--- src/hdl/osq_pkg.sv ---
// shared types, constants and the ranking function for the ordered score queue
// no dependencies; imported by every module of the block
package osq_pkg;

  localparam int CAPACITY = 64;
  localparam int CNT_W    = $clog2(CAPACITY + 1);
  localparam int ID_W     = 16;
  localparam int SCORE_W  = 32;
  localparam int TOTAL_W  = 7;

  typedef enum logic [1:0] {
    OP_INSERT = 2'd0,
    OP_REMOVE = 2'd1,
    OP_PEEK   = 2'd2,
    OP_POP    = 2'd3
  } op_t;

  typedef enum logic [1:0] {
    ST_DONE   = 2'd0,
    ST_DUP    = 2'd1,
    ST_ABSENT = 2'd2,
    ST_FULL   = 2'd3
  } status_t;

  typedef struct packed {
    logic [1:0]                operation;
    logic [ID_W-1:0]           item_id;
    logic signed [SCORE_W-1:0] item_score;
  } req_word_t;

  typedef struct packed {
    logic [1:0]                status;
    logic [ID_W-1:0]           head_id;
    logic signed [SCORE_W-1:0] head_score;
    logic                      empty_res;
    logic [TOTAL_W-1:0]        entry_total;
  } rsp_word_t;

  typedef struct packed {
    logic                      valid;
    logic signed [SCORE_W-1:0] score;
    logic [ID_W-1:0]           ident;
  } entry_t;

  typedef enum logic [1:0] {
    CMD_HOLD   = 2'd0,
    CMD_INSERT = 2'd1,
    CMD_REMOVE = 2'd2,
    CMD_SHIFT  = 2'd3
  } cell_cmd_t;

  // command broadcast to every cell of the chain
  typedef struct packed {
    cell_cmd_t                 cmd;
    logic signed [SCORE_W-1:0] key_score;
    logic [ID_W-1:0]           key_ident;
  } chain_ctl_t;

  // true when (sa, ia) ranks strictly ahead of (sb, ib)
  function automatic logic ranks_before(
    input logic signed [SCORE_W-1:0] sa,
    input logic [ID_W-1:0]           ia,
    input logic signed [SCORE_W-1:0] sb,
    input logic [ID_W-1:0]           ib
  );
    logic r;
    if (sa != sb) begin
      r = (sa > sb);
    end else begin
      r = (ia < ib);
    end
    return r;
  endfunction

endpackage

--- src/hdl/osq_cell.sv ---
// one cell of the sorted chain: holds a single entry and trades with its neighbors
// depends on osq_pkg
module osq_cell (
  input  logic                clk,
  input  logic                rst,
  input  osq_pkg::chain_ctl_t ctl,
  input  osq_pkg::entry_t     left,
  input  logic                left_after,
  input  osq_pkg::entry_t     right,
  output osq_pkg::entry_t     ent,
  output logic                after
);
  import osq_pkg::*;

  entry_t ent_next;

  // key belongs ahead of this cell's entry (or this cell is empty)
  assign after = !ent.valid || ranks_before(ctl.key_score, ctl.key_ident, ent.score, ent.ident);

  always_comb begin
    ent_next = ent;
    case (ctl.cmd)
      CMD_INSERT: begin
        // first cell the key belongs ahead of takes the key, the ones behind move back
        if (after) begin
          if (!left_after) begin
            ent_next.valid = 1'b1;
            ent_next.score = ctl.key_score;
            ent_next.ident = ctl.key_ident;
          end else begin
            ent_next = left;
          end
        end
      end
      CMD_REMOVE: begin
        // target and everything behind it move one place toward the head
        if (ent.valid && !ranks_before(ent.score, ent.ident, ctl.key_score, ctl.key_ident)) begin
          ent_next = right;
        end
      end
      CMD_SHIFT: begin
        ent_next = right;
      end
      default: begin
        ent_next = ent;
      end
    endcase
  end

  always_ff @(posedge clk) begin
    if (rst) begin
      ent.valid <= 1'b0;
    end else begin
      ent <= ent_next;
    end
  end

endmodule

--- config.mk ---
export PLATFORM = sky130hd
export DESIGN_NAME = osq_cell
export DESIGN_NICKNAME = d
export VERILOG_FILES = /design/src/hdl/osq_pkg.sv /design/src/hdl/osq_cell.sv
export SDC_FILE = /design/constraint.sdc
export NUM_CORES = 1
export LEC_CHECK = 0
export BUFFER_PORTS_ARGS = -buffer_cell sky130_fd_sc_hd__buf_2
export CORE_MARGIN = 5
export CORE_UTILIZATION = 40
export CTS_BUF_LIST = sky130_fd_sc_hd__clkbuf_8
export DETAILED_ROUTE_END_ITERATION = 6
export PLACE_DENSITY_LB_ADDON = 0.25
export SLEW_MARGIN = 20
export SYNTH_ARGS = -nofsm -noshare
export SYNTH_HDL_FRONTEND = slang
export SYNTH_SLANG_ARGS = --single-unit
--- constraint.sdc ---
create_clock -name clk -period 4.29 [get_ports clk]
set_input_delay 0.2145 -clock clk [delete_from_list [all_inputs] [get_ports clk]]
set_output_delay 0.2145 -clock clk [all_outputs]
set_load 0.02 [all_outputs]
==> Word level (Yosys, flattened, before mapping) <==
Index checks and enable logic that the tools add are counted.
{ "totals": {"reg_bits": 49, "in_bits": 151, "out_inout_bits": 50, "wordCells": 29} }
{ "op_classes": {"order_cmp": 4, "eq_ne": 7, "muxes": 7, "n_bitwise": 1, "n_reduce_logical": 7} }
{ "ops": {"columns": ["operator", "n"], "rows": [
  ["two-way mux 49 bit", 3],
  ["one-hot mux 49 bit (3 select lines)", 1],
  ["greater-than comparator 32 bit", 2],
  ["inequality test 32 bit", 2],
  ["less-than comparator 16 bit", 2],
  ["equality test 2 bit (second input constant)", 2],
  ["inequality test 2 bit (second input constant)", 2],
  ["AND reduction 4 bit", 1],
  ["two-way mux 1 bit", 3],
  ["AND reduction 3 bit", 1],
  ["nonzero test 3 bit", 1],
  ["equality test 2 x 1 -> 1 bit (second input constant)", 1],
  ["logical NOT 1 bit", 2],
  ["logical AND 1 bit", 1],
  ["logical OR 1 bit", 1],
  ["inverter 1 bit", 1]
]} }

==> Depth between registers and ports, before layout <==
Gate-level depths: netlist (run 1).
{ "logic_depth": {"word_depth": 7, "depth_mapped": 9, "ltp_nobuf": 9} }

==> Worst setup path after synthesis (run 1) <==
Ideal clock, no wire load.
{ "synth_path": {"path_type": "register to register", "start": "register ent[47] (netlist bit)", "end": "register ent[0] (netlist bit), enable pin", "setup_ns": 0.454, "arrival_time_ns": 4.164, "required_ns": 3.836, "slack_ns": -0.327, "path_stages_with_launch": 9, "path_buffers": 0, "period_less_slack_ns": 4.617, "cell_sequence": "edfxtp_1 > ha_1 > nand4_2 > or4_4 > nor3_4 > o311ai_1 > o21bai_1 > a221oi_2 > nor2_1"} }
{ "synth_between": {"elab_chain_cells": 7, "elab_cells_between_ends": 13, "classes_between": "order compare (2); eq/ne (4); mux (3); reduce/logical (4)"} }
{ "synth_lines": {"columns": ["item", "line_no", "text"], "rows": [
  ["from (decl)", "osq_cell.sv:10", "output osq_pkg::entry_t ent,"],
  ["from (signal assigned)", "osq_cell.sv:54", "ent <= ent_next;"],
  ["greater-than comparator 32 bit / inequality test 32 bit (equally long branches)", "osq_pkg.sv:68, osq_pkg.sv:67", null],
  ["two-way mux 1 bit", "osq_pkg.sv:67", "if (sa != sb) begin"],
  ["two-way mux 1 bit", "osq_cell.sv:22", "case (ctl.cmd)"],
  ["logical NOT 1 bit", "osq_cell.sv:37", "if (ent.valid && !ranks_before(ent.score, ent.ident, ctl.key_score, ctl.key_ident)) begin"],
  ["logical AND 1 bit", "osq_cell.sv:37", null],
  ["inequality test 2 bit (no source line)", null, null],
  ["AND reduction 4 bit (no source line) (*)", null, null]
]} }
Mark *: on every way between the ends. The rest lies on a longest branch, timed or not. The select of a mux whose other input is x is not followed.
A chain may end at the register's enable or synchronous reset.

==> Worst setup path in the final report (run 1) <==
{ "layout_path": {"start": "register ent[47] (netlist bit)", "end": "register ent[45] (netlist bit), enable pin"} }
Same word-level chain as after synthesis.

==> impl_metrics.csv, run 1 <==
group,metric,value,unit
sta,max-slew-margin-rel,41.0,%
worst_setup_path,cp_slowest_cell,"or4_4",
sta,period_needed,3.02,ns
sta,setup_tns,0,ns
placed_design,place.gp.congestion,0.818,
worst_setup_path,cp-start-kind,"flop",
yosys,synth_nets,597,
routing,firstDrtPassIters,4,
power,vdd_drop_max,0.126,mV
min_path,hold-path-cell-count,3,
sta,grt_setup_unrepaired,"no",
yosys,synth_seq_cells,49,
yosys,synth_flop_cell,"edfxtp_1",
power,power_density,272,mW/mm^2
worst_setup_path,path_cells,"ha_1, nand4_2, or4_4, nor3_4, o311ai_1, o21ai_2, a221oi_2, nor2_4, buf_4",
layout,area_growth,33.1,%
floorplan,io_pins,201,
worst_setup_path,criticalPathCategory,"reg -> reg",
power,p_total,1.36,mW
clock_tree,cts_hold_buf,0,
yosys,syn_area_per_cell,9.48,um^2
yosys,synth-edff-count,48,
layout,top_register,"ent",
layout,fillers,919,
routing,viasPerCell,4.96,
yosys,mappedNetlistArea,0.00377,mm^2
clock_tree,htreeDepth,2,
floorplan,die-area,0.0115,mm^2
sta,finalCritPeriodShare,70.3,%
layout,stdcell_count,722,
grt,grt_pass1_vias,3718,
clock_tree,clk_latency,0.30,ns
min_path,hp-class,"in -> reg",
placed_design,port_buffers,200,
placed_design,post-dp-hpwl,8910,um
grt,antenna_found_initial,0,
worst_setup_path,critPathCaptureType,"flop",
sta,worst_pin_slew,0.884,ns
floorplan,die_y,107,um
worst_setup_path,arrival,2.99,ns
layout,final_area,0.00502,mm^2
worst_setup_path,r2r_cells,9,
sta,finalHoldViolCount,0,
floorplan,coreArea,0.00924,mm^2
sta,max_freq,332,MHz
yosys,synth_top_cell_area_share,38.2,%
floorplan,rows,35,
worst_setup_path,critPathMaxStageDelay,0.56,ns
worst_setup_path,path_max_fanout,28,
clock_tree,cts-root-buf,"clkbuf_8",
worst_setup_path,critPathTopFamily,"simple AND/OR/NAND/NOR gates",
placed_design,placed_area,0.00491,mm^2
grt,overflow,0,
routing,postRouteWirelength,10600,um
power,p_leak,2.61,nW
yosys,ys_top_cells_by_count,"nand2_1, o21ai_0, inv_1",
routing,route.vias.total,3581,
yosys,yosysMostFrequentCell,"nand2_1",
worst_setup_path,required,4.26,ns
grt,grt_max_degree,100,
clock_tree,clk_path_buf_depth,2,
run,maxCapViolCount,0,
layout,largest_reg_flops,49,
sta,setup_violations,0,
yosys,yosys_warnings,0,
run_status,status,"finished clean",
worst_setup_path,cp_num_buf_inv,1,
clock_tree,cts_made_buffers,5,
yosys,post_synth_inst_count,398,
sta,slew_violations,0,
routing,wl_per_cell,14.7,um
clock_tree,cts_resized,0,
clock_tree,post_cts_buffers,0,
floorplan,die_x,107,um
layout,drive_above_1_share,37.1,%
grt,grt_pass1_wl,16800,um
yosys,yosys-top-cells-area,"edfxtp_1, ha_1, mux2i_1, o21ai_0, nand2_1",
layout,fin_nets,791,
yosys,ys_async_sr_fraction,0,%
floorplan,start_util,40.9,%
clock_tree,clock_sinks,49,
yosys,synth.distinct_cells,37,
routing,drc,0,
layout,largestRegisters,"ent: 49 flops",
grt,grt_usage,18.1,%
routing,first_iter_violations,138,
clock_tree,cts_tree,"built",
sta,fin_skew,0.00504,ns
worst_setup_path,cp_num_cells,9,
yosys,synth.largest_area_cell,"edfxtp_1",
layout,antenna_cells,0,
placed_design,dp.cells,714,
routing,drtAntennaViolNets,0,
clock_tree,clk_pin_slew,0.09,ns
yosys,ys_seq_area_share,38.7,%
[cells by family after synthesis]
| logic type | after synthesis | share of synthesized area, % |
|---|---|---|
| compound gates | 94 | 14.1 |
| fa+ha+maj | 48 | 15.9 |
| buf+inv | 68 | 6.83 |
| flops | 49 | 38.7 |
| mux | 49 | 13.1 |
| simple gates | 90 | 11.3 |
[final timing paths]
kind | slack (ns) | from | to
min | 0.18 | right[6] | ent[6]$_DFFE_PP_
min reg2reg | 0.76 | ent[48]$_SDFFE_PP0P_ | ent[48]$_SDFFE_PP0P_
max | 1.27 | ent[47]$_DFFE_PP_ | ent[45]$_DFFE_PP_
max reg2reg | 1.27 | ent[47]$_DFFE_PP_ | ent[45]$_DFFE_PP_
[through the flow]
step | hold slack, ns | util (%) | setup WS, ns
after floorplan | 0.406 | - | 0.479
after global placement | 0.494 | 53.1 | 1.38
after detailed placement | 0.497 | 53.1 | 1.25
after CTS | 0.177 | 54.4 | 1.23
after global routing | 0.181 | 54.4 | 1.06
final | 0.185 | 54.4 | 1.27
[per-layer routing]
layer  up-vias  part of all wire (%)  track usage (%)
met2       127                    52             33.8
met1      1614                    39             20.3
met5         -                     0                0
li1       1827                     -                -
met3        13                   8.2             4.88
met4         0                   1.3             4.20
[tightest hold or removal path, cell delays in order]
cell,delay (ns)
buf_2,0.07
nand2_1,0.04
o21ai_0,0.05
[cell usage in the layout, fill, tap and decap left out, drive strengths merged, types with 3 or more instances in the layout]
cell / n
buf: 204
nand2: 57
o21ai: 56
inv: 51
mux2i: 48
ha: 48
edfxtp: 48
a21oi: 20
nand4: 8
nor2: 6
clkbuf: 5
nor3: 5
a211oi: 4
nor2b: 3
[layout make-up]
type | count | area, um^2 | share of cell area (%)
clock buffers | 5 | 68.8 | 1.37
clock inverters | 3 | 46.3 | 0.922
inverters | 51 | 191 | 3.81
multi-input cells | 281 | 2060 | 41.1
flip-flops and latches | 49 | 1460 | 29.1
well taps | 129 | 161 | 3.21
repair buffers | 204 | 1030 | 20.5
[power by group]
group / switching, mW / internal, mW / total (mW) / leakage (nW)
registers: 0.0237 / 0.584 / 0.607 / 0.469
clock network: 0.160 / 0.175 / 0.334 / 0.0543
logic: 0.245 / 0.178 / 0.423 / 2.08
total: 0.429 / 0.936 / 1.36 / 2.61
Power figures use the tool's default switching activity.
==> inputs of run 2 (changes only) <==
- clock period: 4.29 -> 2.9 ns (I/O delays scaled with it)
==> impl_metrics.csv, run 2 (synthesis gave the netlist of run 1 again) <==
group,metric,value,unit
layout,largest_reg_flops,49,
clock_tree,cts_hold_buf,0,
clock_tree,post_cts_buffers,0,
routing,firstDrtPassIters,5,
sta,finalHoldViolCount,0,
worst_setup_path,criticalPathCategory,"reg -> reg",
routing,first_iter_violations,107,
clock_tree,clock_sinks,49,
sta,max-slew-margin-rel,63.8,%
sta,worst_pin_slew,0.544,ns
min_path,hp-class,"in -> reg",
layout,top_register,"ent",
power,p_int,1.31,mW
layout,largestRegisters,"ent: 49 flops",
clock_tree,clk_path_buf_depth,2,
placed_design,post-dp-hpwl,9090,um
power,power_density,380,mW/mm^2
grt,overflow,0,
layout,stdcell_count,724,
power,switchingPower,0.629,mW
worst_setup_path,r2r_cells,9,
grt,grt_pass1_wl,16600,um
layout,drive_above_1_share,38.2,%
power,p_leak,2.61,nW
placed_design,dp.cells,716,
floorplan,die-area,0.0115,mm^2
layout,area_growth,35.2,%
power,p_clk_share,20.0,%
clock_tree,cts-root-buf,"clkbuf_8",
clock_tree,cts_resized,0,
routing,route.vias.total,3582,
layout,layout_common_cells,"buf_2, nand2_1, o21ai_0, inv_1",
worst_setup_path,cp-start-kind,"flop",
sta,fin_skew,0.00405,ns
sta,grt_setup_unrepaired,"yes",
run,maxCapViolCount,0,
grt,grt_max_degree,41,
clock_tree,cts_made_buffers,5,
routing,wl_per_cell,14.7,um
sta,max_freq,357,MHz
worst_setup_path,path_max_fanout,35,
sta,setup_tns,0,ns
worst_setup_path,arrival,2.80,ns
floorplan,start_util,40.9,%
clock_tree,clk_pin_slew,0.09,ns
floorplan,rows,35,
power,p_seq_share,46.5,%
power,power_frac_comb,33.5,%
layout,fin_nets,793,
sta,setup_violations,0,
sta,finalCritPeriodShare,96.6,%
clock_tree,clk_latency,0.29,ns
min_path,hold-path-cell-count,3,
routing,postRouteWirelength,10700,um
floorplan,die_y,107,um
sta,slew_violations,0,
routing,drtAntennaViolNets,0,
floorplan,io_pins,201,
layout,final_common_cell,"buf_2",
run_status,status,"finished clean",
layout,antenna_cells,0,
power,sw_frac_of_total,32.5,%
placed_design,port_buffers,200,
grt,grt_pass1_vias,3674,
floorplan,coreArea,0.00924,mm^2
clock_tree,cts_tree,"built",
placed_design,place.gp.congestion,0.795,
sta,whs,0.125,ns
routing,viasPerCell,4.95,
clock_tree,htreeDepth,2,
power,vdd_drop_max,0.181,mV
grt,antenna_found_initial,0,
worst_setup_path,critPathCaptureType,"flop",
sta,period_needed,2.80,ns
sta,setup_slack,0.0984,ns
placed_design,place_ws,0.0560,ns
worst_setup_path,required,2.90,ns
routing,drc,0,
floorplan,die_x,107,um
grt,grt_usage,18.0,%
[run 2: path summary, 6_finish.rpt]
kind         slack [ns]                 start                   end
max                 0.1     ent[47]$_DFFE_PP_     ent[30]$_DFFE_PP_
min                0.12              right[7]      ent[7]$_DFFE_PP_
max reg2reg         0.1     ent[47]$_DFFE_PP_     ent[30]$_DFFE_PP_
min reg2reg        0.78  ent[48]$_SDFFE_PP0P_  ent[48]$_SDFFE_PP0P_
[run 2: cell type report]
class / instances / area (um^2)
clock buffers: 5 / 68.8
clock inverters: 3 / 13.8
fillers: 895 / 4140
inverters: 51 / 191
multi-input cells: 281 / 2140
flip-flops and latches: 49 / 1460
well taps: 129 / 161
repair buffers: 206 / 1070
[run 2: power groups by stage]
stage | Sequential, mW | Combinational, mW | Clock, mW
floorplan | 0.991 | 0.307 | 0
global placement | 0.912 | 0.635 | 0
detailed placement | 0.918 | 0.654 | 0
CTS | 0.902 | 0.657 | 0.403
global route | 0.910 | 0.730 | 0.437
finish | 0.901 | 0.648 | 0.387
[run 2: critical path, stage by stage (launching register included)]
cell,delay [ns]
edfxtp_1,0.45
ha_4,0.32
nand4_4,0.10
or4_4,0.57
nor3_4,0.19
o311ai_2,0.16
o21bai_1,0.20
a221oi_2,0.11
nor2_4,0.15
buf_12,0.22
[run 2: per-layer routing]
layer	wire [um]	track usage (%)	part of all wire, %	vias up
met1	4080	20.0	38	1618
met3	906	5.24	8.5	12
met5	0	0	0	-
met4	134	4.66	1.3	0
li1	-	-	-	1820
met2	5550	33.4	52	132
[run 2: through the flow]
step | power, mW | area (um^2) | util (%)
after floorplan | 1.30 | 3850 | -
after global placement | 1.55 | 5010 | 54.3
after detailed placement | 1.57 | 5010 | 54.3
after CTS | 1.96 | 5100 | 55.2
after global routing | 2.08 | 5100 | 55.2
final | 1.94 | 5100 | 55.2
